### src/rtl/core/ssg_pkg.sv
// ssg_pkg: shared types and codes for the stepper ramp step generator
// holds action codes, register indexes, error codes and the request/result structs
// no dependencies
package ssg_pkg;

    typedef enum logic [2:0] {
        ACT_TICK    = 3'd0,
        ACT_MOVE    = 3'd1,
        ACT_MANUAL  = 3'd2,
        ACT_STOP    = 3'd3,
        ACT_REFRESH = 3'd4,
        ACT_CLEAR   = 3'd5,
        ACT_ZERO    = 3'd6
    } action_t;

    localparam logic [2:0] CFG_START_PERIOD    = 3'd0;
    localparam logic [2:0] CFG_CRUISE_PERIOD   = 3'd1;
    localparam logic [2:0] CFG_MS_PER_STEP     = 3'd2;
    localparam logic [2:0] CFG_TARGET_STEPS    = 3'd3;
    localparam logic [2:0] CFG_UNDERSTEP       = 3'd4;
    localparam logic [2:0] CFG_OVERSTEP        = 3'd5;
    localparam logic [2:0] CFG_DISTANCE_ENABLE = 3'd6;
    localparam logic [2:0] CFG_FREE_STAY       = 3'd7;

    localparam logic [1:0] ERR_NONE      = 2'd0;
    localparam logic [1:0] ERR_UNDERSTEP = 2'd1;
    localparam logic [1:0] ERR_OVERSTEP  = 2'd2;

    localparam logic [15:0] START_PERIOD_RST  = 16'd1000;
    localparam logic [15:0] CRUISE_PERIOD_RST = 16'd100;
    localparam logic [15:0] MS_PER_STEP_RST   = 16'd1;
    localparam logic [15:0] PERIOD_MAX        = 16'hFFFF;
    localparam logic [15:0] TIMER_RST         = 16'd1;

    typedef struct packed {
        logic [15:0] start_period;
        logic [15:0] cruise_period;
        logic [15:0] ms_per_period_step;
        logic [31:0] target_steps;
        logic [31:0] understep_margin;
        logic [31:0] overstep_margin;
        logic        distance_enable;
        logic        free_stay;
    } cfg_t;

    typedef struct packed {
        action_t     action;
        logic        direction;
        logic [1:0]  endstop;
        logic        ramp_stop;
        logic [31:0] time_ms;
        logic [15:0] manual_period;
    } request_t;

    typedef struct packed {
        logic        step_level;
        logic        dir_level;
        logic        enable_level;
        logic        finished;
        logic        moving;
        logic [1:0]  error_code;
        logic [31:0] step_count;
        logic [31:0] position;
        logic [15:0] period_now;
    } result_t;

endpackage

### src/rtl/core/ssg_cfg_regs.sv
// ssg_cfg_regs: configuration register file written through the plain write port
// depends on ssg_pkg for cfg_t and register indexes
module ssg_cfg_regs
    import ssg_pkg::*;
(
    input  logic        aclk,
    input  logic        aresetn,
    input  logic        cfg_wr_en,
    input  logic [2:0]  cfg_index,
    input  logic [31:0] cfg_wdata,
    output cfg_t        cfg
);

    cfg_t cfg_reg;
    cfg_t cfg_next;

    always_comb begin
        cfg_next = cfg_reg;
        if (cfg_wr_en) begin
            case (cfg_index)
                CFG_START_PERIOD:    cfg_next.start_period       = cfg_wdata[15:0];
                CFG_CRUISE_PERIOD:   cfg_next.cruise_period      = cfg_wdata[15:0];
                CFG_MS_PER_STEP:     cfg_next.ms_per_period_step = cfg_wdata[15:0];
                CFG_TARGET_STEPS:    cfg_next.target_steps       = cfg_wdata;
                CFG_UNDERSTEP:       cfg_next.understep_margin   = cfg_wdata;
                CFG_OVERSTEP:        cfg_next.overstep_margin    = cfg_wdata;
                CFG_DISTANCE_ENABLE: cfg_next.distance_enable    = cfg_wdata[0];
                CFG_FREE_STAY:       cfg_next.free_stay          = cfg_wdata[0];
                default: begin
                end
            endcase
        end
    end

    always_ff @(posedge aclk) begin
        if (!aresetn) begin
            cfg_reg.start_period       <= START_PERIOD_RST;
            cfg_reg.cruise_period      <= CRUISE_PERIOD_RST;
            cfg_reg.ms_per_period_step <= MS_PER_STEP_RST;
            cfg_reg.target_steps       <= '0;
            cfg_reg.understep_margin   <= '0;
            cfg_reg.overstep_margin    <= '0;
            cfg_reg.distance_enable    <= 1'b1;
            cfg_reg.free_stay          <= 1'b0;
        end else begin
            cfg_reg <= cfg_next;
        end
    end

    assign cfg = cfg_reg;

endmodule

### src/rtl/core/ssg_engine.sv
// ssg_engine: motor state registers and the single-pass update for one request
// depends on ssg_pkg for cfg_t, request_t, result_t and codes
module ssg_engine
    import ssg_pkg::*;
(
    input  logic     aclk,
    input  logic     aresetn,
    input  logic     fire,
    input  request_t req,
    input  cfg_t     cfg,
    output result_t  result
);

    typedef struct packed {
        logic        step_line;
        logic        dir_line;
        logic        enable_line;
        logic        moving;
        logic        stopped;
        logic        finished;
        logic        manual;
        logic        brake;
        logic [1:0]  error_state;
        logic [15:0] tick_timer;
        logic [15:0] period;
        logic [31:0] half_steps;
        logic [31:0] position;
        logic [31:0] accel_end;
        logic [31:0] last_ramp_ms;
    } state_t;

    state_t      st_reg;
    state_t      st_next;
    logic        fin;
    logic        done;
    logic [31:0] under_limit;
    logic [31:0] decel_from;
    logic [32:0] over_limit;
    logic [32:0] ramp_due_at;
    logic        ramp_due;

    // limits that depend on configuration and stored state, and the ramp check against the request time
    assign under_limit = (cfg.understep_margin > cfg.target_steps) ? '0
                         : cfg.target_steps - cfg.understep_margin;
    assign decel_from  = (st_reg.accel_end > cfg.target_steps) ? '0
                         : cfg.target_steps - st_reg.accel_end;
    assign over_limit  = {1'b0, cfg.target_steps} + {1'b0, cfg.overstep_margin};
    assign ramp_due_at = {1'b0, st_reg.last_ramp_ms} + {17'b0, cfg.ms_per_period_step};
    assign ramp_due    = {1'b0, req.time_ms} >= ramp_due_at;

    always_comb begin
        st_next = st_reg;
        fin     = st_reg.finished;
        done    = 1'b0;
        case (req.action)
            ACT_TICK: begin
                if (!st_reg.moving) begin
                    st_next.tick_timer = TIMER_RST;
                end else if (st_reg.period != '0) begin
                    if (st_reg.tick_timer >= st_reg.period) begin
                        st_next.step_line  = ~st_reg.step_line;
                        st_next.half_steps = st_reg.half_steps + 32'd1;
                        st_next.position   = st_reg.dir_line ? st_reg.position + 32'd1
                                                             : st_reg.position - 32'd1;
                        st_next.tick_timer = TIMER_RST;
                    end else begin
                        st_next.tick_timer = st_reg.tick_timer + 16'd1;
                    end
                end
            end
            ACT_MOVE: begin
                if (st_reg.manual || st_reg.stopped || st_reg.error_state != ERR_NONE) begin
                    fin = 1'b0;
                end else if (st_reg.finished) begin
                    fin = 1'b1;
                end else begin
                    fin = 1'b0;
                    // end stop hit (codes two and three)
                    if (req.endstop[1]) begin
                        if (cfg.distance_enable && st_reg.half_steps < under_limit) begin
                            st_next.moving      = 1'b0;
                            st_next.stopped     = 1'b1;
                            st_next.enable_line = st_reg.enable_line | cfg.free_stay;
                            st_next.error_state = ERR_UNDERSTEP;
                            done                = 1'b1;
                        end else if (req.ramp_stop) begin
                            st_next.brake = 1'b1;
                            if (st_reg.period > cfg.start_period) begin
                                st_next.moving      = 1'b0;
                                st_next.stopped     = 1'b1;
                                st_next.enable_line = st_reg.enable_line | cfg.free_stay;
                                st_next.brake       = 1'b0;
                                st_next.finished    = 1'b1;
                                fin                 = 1'b1;
                                done                = 1'b1;
                            end
                        end else begin
                            st_next.moving      = 1'b0;
                            st_next.stopped     = 1'b1;
                            st_next.enable_line = st_reg.enable_line | cfg.free_stay;
                            st_next.finished    = 1'b1;
                            fin                 = 1'b1;
                            done                = 1'b1;
                        end
                    end
                    if (!done && cfg.distance_enable) begin
                        if (st_reg.half_steps >= cfg.target_steps && req.endstop == 2'd0) begin
                            st_next.moving      = 1'b0;
                            st_next.stopped     = 1'b1;
                            st_next.enable_line = st_reg.enable_line | cfg.free_stay;
                            st_next.finished    = 1'b1;
                            fin                 = 1'b1;
                            done                = 1'b1;
                        end else if ({1'b0, st_reg.half_steps} >= over_limit) begin
                            st_next.moving      = 1'b0;
                            st_next.stopped     = 1'b1;
                            st_next.enable_line = st_reg.enable_line | cfg.free_stay;
                            st_next.error_state = ERR_OVERSTEP;
                            done                = 1'b1;
                        end
                    end
                    if (!done) begin
                        if (!st_reg.moving) begin
                            st_next.dir_line    = req.direction;
                            st_next.enable_line = 1'b0;
                            st_next.period      = cfg.start_period;
                            st_next.moving      = 1'b1;
                        end
                        if (ramp_due) begin
                            if (st_next.period > cfg.cruise_period &&
                                (!cfg.distance_enable ||
                                 st_reg.half_steps < (cfg.target_steps >> 1)) &&
                                !st_next.brake) begin
                                st_next.period    = st_next.period - 16'd1;
                                st_next.accel_end = st_reg.half_steps;
                            end else if ((st_next.period < cfg.start_period &&
                                          st_reg.half_steps > decel_from &&
                                          cfg.distance_enable) || st_next.brake) begin
                                if (st_next.period != PERIOD_MAX) begin
                                    st_next.period = st_next.period + 16'd1;
                                end
                            end
                        end
                        // time going backward pulls the ramp mark along
                        if (ramp_due || st_reg.last_ramp_ms > req.time_ms) begin
                            st_next.last_ramp_ms = req.time_ms;
                        end
                    end
                end
            end
            ACT_MANUAL: begin
                st_next.manual      = 1'b1;
                st_next.moving      = 1'b1;
                st_next.dir_line    = req.direction;
                st_next.enable_line = 1'b0;
                st_next.period      = req.manual_period;
            end
            ACT_STOP: begin
                st_next.moving      = 1'b0;
                st_next.stopped     = 1'b1;
                st_next.enable_line = st_reg.enable_line | cfg.free_stay;
            end
            ACT_REFRESH: begin
                st_next.moving      = 1'b0;
                st_next.stopped     = 1'b0;
                st_next.enable_line = st_reg.enable_line | cfg.free_stay;
                st_next.finished    = 1'b0;
                st_next.manual      = 1'b0;
                st_next.brake       = 1'b0;
                st_next.half_steps  = '0;
                fin                 = 1'b0;
            end
            ACT_CLEAR: begin
                st_next.error_state = ERR_NONE;
            end
            ACT_ZERO: begin
                st_next.position = '0;
            end
            default: begin
            end
        endcase
    end

    always_ff @(posedge aclk) begin
        if (!aresetn) begin
            st_reg.step_line    <= 1'b0;
            st_reg.dir_line     <= 1'b0;
            st_reg.enable_line  <= 1'b0;
            st_reg.moving       <= 1'b0;
            st_reg.stopped      <= 1'b0;
            st_reg.finished     <= 1'b0;
            st_reg.manual       <= 1'b0;
            st_reg.brake        <= 1'b0;
            st_reg.error_state  <= ERR_NONE;
            st_reg.tick_timer   <= TIMER_RST;
            st_reg.period       <= '0;
            st_reg.half_steps   <= '0;
            st_reg.position     <= '0;
            st_reg.accel_end    <= '0;
            st_reg.last_ramp_ms <= '0;
        end else if (fire) begin
            st_reg <= st_next;
        end
    end

    always_comb begin
        result.step_level   = st_next.step_line;
        result.dir_level    = st_next.dir_line;
        result.enable_level = st_next.enable_line;
        result.finished     = fin;
        result.moving       = st_next.moving;
        result.error_code   = st_next.error_state;
        result.step_count   = st_next.half_steps;
        result.position     = st_next.position;
        result.period_now   = st_next.period;
    end

endmodule

### src/rtl/core/ssg_out_stage.sv
// ssg_out_stage: result register with its valid flag on the m_ side
// depends on ssg_pkg for result_t
module ssg_out_stage
    import ssg_pkg::*;
(
    input  logic    aclk,
    input  logic    aresetn,
    input  logic    load,
    input  result_t result_in,
    input  logic    m_ready,
    output logic    m_valid,
    output result_t result_out
);

    logic    valid_reg;
    logic    valid_next;
    result_t data_reg;

    always_comb begin
        if (load) begin
            valid_next = 1'b1;
        end else if (m_ready) begin
            valid_next = 1'b0;
        end else begin
            valid_next = valid_reg;
        end
    end

    always_ff @(posedge aclk) begin
        if (!aresetn) begin
            valid_reg <= 1'b0;
        end else begin
            valid_reg <= valid_next;
        end
    end

    always_ff @(posedge aclk) begin
        if (load) begin
            data_reg <= result_in;
        end
    end

    assign m_valid    = valid_reg;
    assign result_out = data_reg;

endmodule

### src/rtl/core/stepper_ramp_step_generator.sv
// stepper_ramp_step_generator: top level with request register, engine and result register
// depends on ssg_pkg, ssg_cfg_regs, ssg_engine and ssg_out_stage
//
// Single-axis stepper step generator with a trapezoidal ramp. Each request (tick, move,
// manual, stop, refresh, clear error, zero position) gives exactly one result that shows
// the step, direction and enable lines, the finished verdict, moving flag, error code,
// half-step count, signed position and current period. Throughput is one request per
// clock unless m_ready stalls the result register; a request passes through the request
// register and then the result register. The rate holds as the motor state update is
// combinational, so the next request sees it at once. One further request is taken while
// a result still waits on m_ready; then s_ready stays low until that result leaves.
// No clearing pass runs after reset. The user must write configuration through cfg_wr_en/
// cfg_index/cfg_wdata only while no request is in flight; the block does not enforce it.
module stepper_ramp_step_generator
    import ssg_pkg::*;
(
    input  logic        aclk,
    input  logic        aresetn,
    input  logic        cfg_wr_en,
    input  logic [2:0]  cfg_index,
    input  logic [31:0] cfg_wdata,
    input  logic        s_valid,
    output logic        s_ready,
    input  logic [2:0]  s_action,
    input  logic        s_direction,
    input  logic [1:0]  s_endstop,
    input  logic        s_ramp_stop,
    input  logic [31:0] s_time_ms,
    input  logic [15:0] s_manual_period,
    output logic        m_valid,
    input  logic        m_ready,
    output logic        m_step_level,
    output logic        m_dir_level,
    output logic        m_enable_level,
    output logic        m_finished,
    output logic        m_moving,
    output logic [1:0]  m_error_code,
    output logic [31:0] m_step_count,
    output logic signed [31:0] m_position,
    output logic [15:0] m_period_now
);

    cfg_t     cfg;
    request_t req_reg;
    logic     req_valid_reg;
    logic     req_valid_next;
    logic     advance;
    logic     fire;
    result_t  eng_result;
    result_t  out_result;

    // the request moves on when the result register is free or being emptied
    assign advance = !m_valid || m_ready;
    assign fire    = req_valid_reg && advance;
    assign s_ready = !req_valid_reg || advance;

    always_comb begin
        if (s_valid && s_ready) begin
            req_valid_next = 1'b1;
        end else if (fire) begin
            req_valid_next = 1'b0;
        end else begin
            req_valid_next = req_valid_reg;
        end
    end

    always_ff @(posedge aclk) begin
        if (!aresetn) begin
            req_valid_reg <= 1'b0;
        end else begin
            req_valid_reg <= req_valid_next;
        end
    end

    always_ff @(posedge aclk) begin
        if (s_valid && s_ready) begin
            req_reg.action        <= action_t'(s_action);
            req_reg.direction     <= s_direction;
            req_reg.endstop       <= s_endstop;
            req_reg.ramp_stop     <= s_ramp_stop;
            req_reg.time_ms       <= s_time_ms;
            req_reg.manual_period <= s_manual_period;
        end
    end

    ssg_cfg_regs u_cfg (
        .aclk      (aclk),
        .aresetn   (aresetn),
        .cfg_wr_en (cfg_wr_en),
        .cfg_index (cfg_index),
        .cfg_wdata (cfg_wdata),
        .cfg       (cfg)
    );

    ssg_engine u_engine (
        .aclk    (aclk),
        .aresetn (aresetn),
        .fire    (fire),
        .req     (req_reg),
        .cfg     (cfg),
        .result  (eng_result)
    );

    ssg_out_stage u_out (
        .aclk       (aclk),
        .aresetn    (aresetn),
        .load       (fire),
        .result_in  (eng_result),
        .m_ready    (m_ready),
        .m_valid    (m_valid),
        .result_out (out_result)
    );

    assign m_step_level   = out_result.step_level;
    assign m_dir_level    = out_result.dir_level;
    assign m_enable_level = out_result.enable_level;
    assign m_finished     = out_result.finished;
    assign m_moving       = out_result.moving;
    assign m_error_code   = out_result.error_code;
    assign m_step_count   = out_result.step_count;
    assign m_position     = signed'(out_result.position);
    assign m_period_now   = out_result.period_now;

endmodule

### config.mk
export PLATFORM = sky130hd
export DESIGN_NAME = stepper_ramp_step_generator
export DESIGN_NICKNAME = d
export VERILOG_FILES = /design/src/rtl/core/ssg_pkg.sv /design/src/rtl/core/ssg_cfg_regs.sv /design/src/rtl/core/ssg_engine.sv /design/src/rtl/core/ssg_out_stage.sv /design/src/rtl/core/stepper_ramp_step_generator.sv
export SDC_FILE = /design/constraint.sdc
export NUM_CORES = 2
export LEC_CHECK = 0
export ABC_AREA = 1
export BUFFER_PORTS_ARGS = -buffer_cell sky130_fd_sc_hd__buf_4
export CAP_MARGIN = 20
export CORE_MARGIN = 2
export CORE_UTILIZATION = 35
export DETAILED_ROUTE_END_ITERATION = 8
export GPL_TIMING_DRIVEN = 0
export SETUP_SLACK_MARGIN = 0.2
export SLEW_MARGIN = 30
export SYNTH_ARGS = -nofsm -noshare
export SYNTH_HDL_FRONTEND = slang
export SYNTH_HIERARCHICAL = 1
export SYNTH_SLANG_ARGS = --single-unit
### constraint.sdc
create_clock -name aclk -period 14.1 [get_ports aclk]
set_clock_uncertainty 0.1 [all_clocks]
set_input_delay 2.82 -clock aclk [delete_from_list [all_inputs] [get_ports aclk]]
set_output_delay 2.82 -clock aclk [all_outputs]
set_load 0.01 [all_outputs]
Yosys cells after proc, flatten, opt, wreduce, memory -nomap -nowiden. Index checks and enable logic that the tools add are counted. Widths: inputs -> output; s select.

Bits in registers: 460. Bits of input ports: 95. Output and inout bits: 89. Word-level logic and storage cells: 217.

Add/subtract/negate cells: 10. $lt $le $gt $ge: 13. Eq/ne operators: 17. Multiplexer cells: 85. Bitwise gates (word level): 5. Reductions and logical operators: 47.

Operator list (count): $mux 16 (15); $mux 64 (3); $gt 32x32->1 (4); $pmux 32 s2 (2); $mux 32 (3); $ge 32x33->1 (2); $add 32x1->32 const B (2); $sub 32x32->32 (2); $add 32x16->33 (1); $add 32x32->33 (1); $mux 3 (11); $add 16x1->16 const B (2); $ge 32x32->1 (1); $gt 16x16->1 (2); $lt 32x31->1 (1); $lt 32x32->1 (1); $mux 1 (32); $pmux 16 s2 (1); $sub 32x1->32 const B (1); $eq 3x3->1 const B (7); $reduce_and 2->1 (9); $ge 16x16->1 (1); $lt 16x16->1 (1); $mux 4 (4); other kinds (26) (68).

Longest topological paths before layout.
Depth in word-level cells: 30. Gate-level depth with buffers: 48. Depth with buffers taken out: 47.

Cells and area by module. Netlist, hierarchy kept.

Modules (own cells, without submodules): ssg_engine (times used 1, cells each 3809, area each 24380.9 µm², sequential area each 3403.3 µm²); ssg_cfg_regs (times used 1, cells each 831, area each 5743.0 µm², sequential area each 2922.8 µm²); ssg_out_stage (times used 1, cells each 93, area each 2656.3 µm², sequential area each 2632.5 µm²); stepper_ramp_step_generator (times used 1, cells each 64, area each 1716.6 µm², sequential area each 1671.6 µm²).

Worst setup path before layout. Ideal clock, no wire load.

Kind: input to register. From: input port m_ready. To: register u_engine/st_reg[151] in the netlist's numbering. Library setup time: 134 ps. Data arrival time: 10630 ps. Data required time: 13866 ps. Slack: 3235 ps. Stages: 11. Buffers on the path: 2. Cells stage by stage: inv_1 a21boi_0 clkbuf_1 inv_1 nor2_1 nand2_1 inv_1 clkbuf_1 nand3_1 o21ai_0 a211oi_1.

Cells in the longest elaborated chain, start to end: 3.

Ends and longest elaborated chain: from (decl) (line stepper_ramp_step_generator.sv:31) `input logic m_ready,`; $logic_or 1x1->1 (line stepper_ramp_step_generator.sv:53) `assign advance = !m_valid || m_ready;`; $logic_and 1x1->1 (line stepper_ramp_step_generator.sv:54) `assign fire = req_valid_reg && advance;`; net fire (line stepper_ramp_step_generator.sv:48) `logic fire;`; $reduce_and 3->1 (no line); to (signal assigned) (line ssg_engine.sv:202) `st_reg <= st_next;`; to (decl) (line ssg_engine.sv:32) `state_t st_reg;`.

The timed path passes the listed nets, and every way through them passes these cells. A chain may end at the register's enable or synchronous reset.

==> impl_metrics.yaml <==
setup_path:
  cp_data_required_time_ps: 14410
  end_kind: "flip-flop"
  cp.buffers_inverters: 10
  rr_startpoint: "u_cfg/cfg[66]$_SDFFE_PN0P_"
  slowest_delay_ps: 640
  crit_start: "u_cfg/cfg[66]$_SDFFE_PN0P_"
  ff2ff_setup_slack_ps: 6270
  crit_family: "simple AND/OR/NAND/NOR gates"
  cpMostUsedCell: "nand3_1"
  arrival_ps: 8140
  worst-path-max-fanout: 10
  crit_type: "flip-flop to flip-flop"
  r2r_end: "u_out/result_out[2]$_DFFE_PP_"
  crit_slowest_cell: "o31ai_1"
  reg2regPathDepth: 40
  start_kind: "flip-flop"
power_and_ir_drop:
  p_leak_nw: 18.41
  power_density_nw_per_um2: 102.0
  ir_drop_v: 0.00009155
synthesis:
  syn_area_um2: 34500
  ys.flop_type: "dfxtp_1"
  ys_ff_latch: 460
  synth.most_common_cell: "nand2_1"
  synthDistinctLibCells: 58
  seq_area_frac_synth_pct: 30.81
  synth_area_leaders: "dfxtp_1 (18%), ha_1 (16%), edfxtp_1 (12%), nand2_1 (9.4%), inv_1 (7.1%)"
  yosysWarnings: 6
  synth_top_area_share_pct: 18.45
  yosys.area.top_type: "dfxtp_1"
  yosys-top-cells-count: "nand2_1 (863), inv_1 (655), nor2_1 (467)"
  synthCells: 4797
  synth-edff-count: 142
  ys_async_sr_fraction_pct: 0
  avgSynthCellArea_um2: 7.191
  synthesis.nets: 5327
clocking:
  cts_buffers: 55
  cts_buffer_depth: 3
  clk_latency_ps: 660
  cts_tree: "built"
  cts.sinks: 460
  cts_setup_buffers: 0
  cts_max_level: 2
  ctsResizeCount: 0
  root_buffer: "clkbuf_16"
  path_clk_slew_ps: 60
  postCtsHoldBufs: 0
detailed_routing:
  drcViolationCount: 0
  ant_nets: 0
  via_per_inst: 5.108
  vias: 32600
  firstDrtPassIters: 5
  drt-initial-drc-count: 2335
  wl_mm: 109.5
  drt-wirelength-per-cell_um: 17.16
timing:
  tightest_slew_ps: 1011
  slew_viol_final: 0
  timing.fmax_mhz: 127.7
  relSlewSlack_pct: 31.88
  rsz0062_at_grt: "no"
  hold_violations: 0
  period_share_pct: 55.52
  finalSetupViolations: 0
  period_minus_slack_ps: 7828
floorplanning:
  die_h_um: 317.9
  core-area_um2: 97990
  die_w_um: 317.9
  die-area_um2: 101100
  ios: 184
  rows: 115
  start_util_pct: 35.21
grt:
  grt_pass1_vias: 30670
  gr-total-overflow: 0
  grt_use_total_pct: 21.01
  antenna_found_initial: 12
  grt_pass1_wl_mm: 169.3
  grt_start_max_net_pins: 36
cells_and_area:
  synthToLayoutAreaGrowth_pct: 14.46
  fill_cells: 10170
  layout-drive-gt1-share_pct: 10.51
  fin_area_um2: 39490
  largest_reg_flops: 170
  final_util_pct: 40.30
  final_nets: 5573
placed_design:
  hpwlAfterDp_mm: 87.80
  portBuffers: 183
  dpl_cell_area_um2: 37610
  gp_congestion: 0.9336
worst_hold_path:
  hold_class: "flip-flop to flip-flop"
  hp-start: "u_engine/st_reg[62]$_SDFFE_PN0P_"
  min_to: "u_engine/st_reg[62]$_SDFFE_PN0P_"
  holdPathStages: 2
run:
  cap_violations: 0
status:
  outcome: "finished, final reports clean"
## layout by cell type, fill, tap and decap left out, types with 12 or more instances in the layout
cell	n
o21ai_1	41
nor3_1	61
ha_1	430
or2_2	45
clkinv_2	12
nand4_1	78
buf_1	17
dfxtp_1	318
clkbuf_16	56
nand3_1	359
o21ai_0	289
inv_1	653
a31oi_1	20
nor4_1	21
xnor2_1	40
buf_2	51
edfxtp_1	142
o221ai_1	20
clkbuf_1	74
a211oi_1	34
xor2_1	58
nand2_1	863
o211ai_1	19
a21o_1	13
nor2_1	467
a21oi_2	19
a21oi_1	458
buf_4	275
## layout make-up
type,instances,area (µm²),area share (%)
Antenna cell,4,10.01,0.02535
Buffer,229,1286,3.257
Clock buffer,73,1545,3.913
Clock inverter,31,315.3,0.7985
Inverter,659,2476,6.271
Multi-Input combinational cell,3449,20120,50.95
Sequential cell,460,10630,26.92
Tap cell,1287,1610,4.078
Timing Repair Buffer,189,1494,3.783
## worst reg2reg max path: cells and delay by family (launching register included)
family          cells  cell delay, ps
simple gates       17            2470
flops               1             470
fa+ha+maj           3             710
compound gates     10            2190
buf+inv            10            1660
## layer usage
| layer | vias to the layer above | share of wire [%] | global-route usage (%) | routed length [µm] |
|---|---|---|---|---|
| met5 | - | 0.061 | 0 | 67 |
| met4 | 12 | 3.6 | 7.778 | 3992 |
| met3 | 188 | 5.4 | 2.891 | 5924 |
| met2 | 857 | 46 | 34.92 | 49960 |
| met1 | 14960 | 45 | 27.67 | 49580 |
| li1 | 16580 | - | - | - |
## worst max path at each step
stage                                         to  slack, ps  cells past startpoint
2_1_floorplan  u_engine/st_reg[151]$_SDFFE_PN0P_       3240                     11
3_3_place_gp    u_engine/st_reg[29]$_SDFFE_PN0P_       -980                     11
3_5_place_dp       u_out/result_out[2]$_DFFE_PP_       6240                     40
4_1_cts            u_out/result_out[2]$_DFFE_PP_       6230                     40
5_1_grt            u_out/result_out[3]$_DFFE_PP_       5560                     40
6_report           u_out/result_out[2]$_DFFE_PP_       6270                     40
## per-stage QoR
stage               setup WS [ps]  total power [mW]  TNS, ps  cells  hold slack (ps)
floorplan                    3235             2.259        0   4797            333.1
global placement           -979.6             2.582   -96320   6267            344.5
detailed placement           6238             2.595        0   6273            351.9
CTS                          6232             4.059        0   6377            358.9
global route                 5559             4.266        0   6381            374.0
finish                       6272             4.027        0   6381            356.8
## cells by family after synthesis
| kind of cell | after synthesis | synth area share (%) |
|---|---|---|
| flip-flops | 460 | 30.82 |
| buffers and inverters | 888 | 10.90 |
| multiplexers | 1 | 0.02902 |
| AO/OA/AOI/OAI | 976 | 15.68 |
| AND/OR/NAND/NOR | 1939 | 24.21 |
| XOR/XNOR | 98 | 2.488 |
| adder cells (fa/ha/maj) | 435 | 15.89 |
## power breakdown
part	internal (mW)	total, mW	switching, mW
clock	0.821	1.45	0.628
sequential	1.43	1.49	0.0612
combinational	0.401	1.09	0.690
Note: power is estimated with default switching activity, not from simulation.
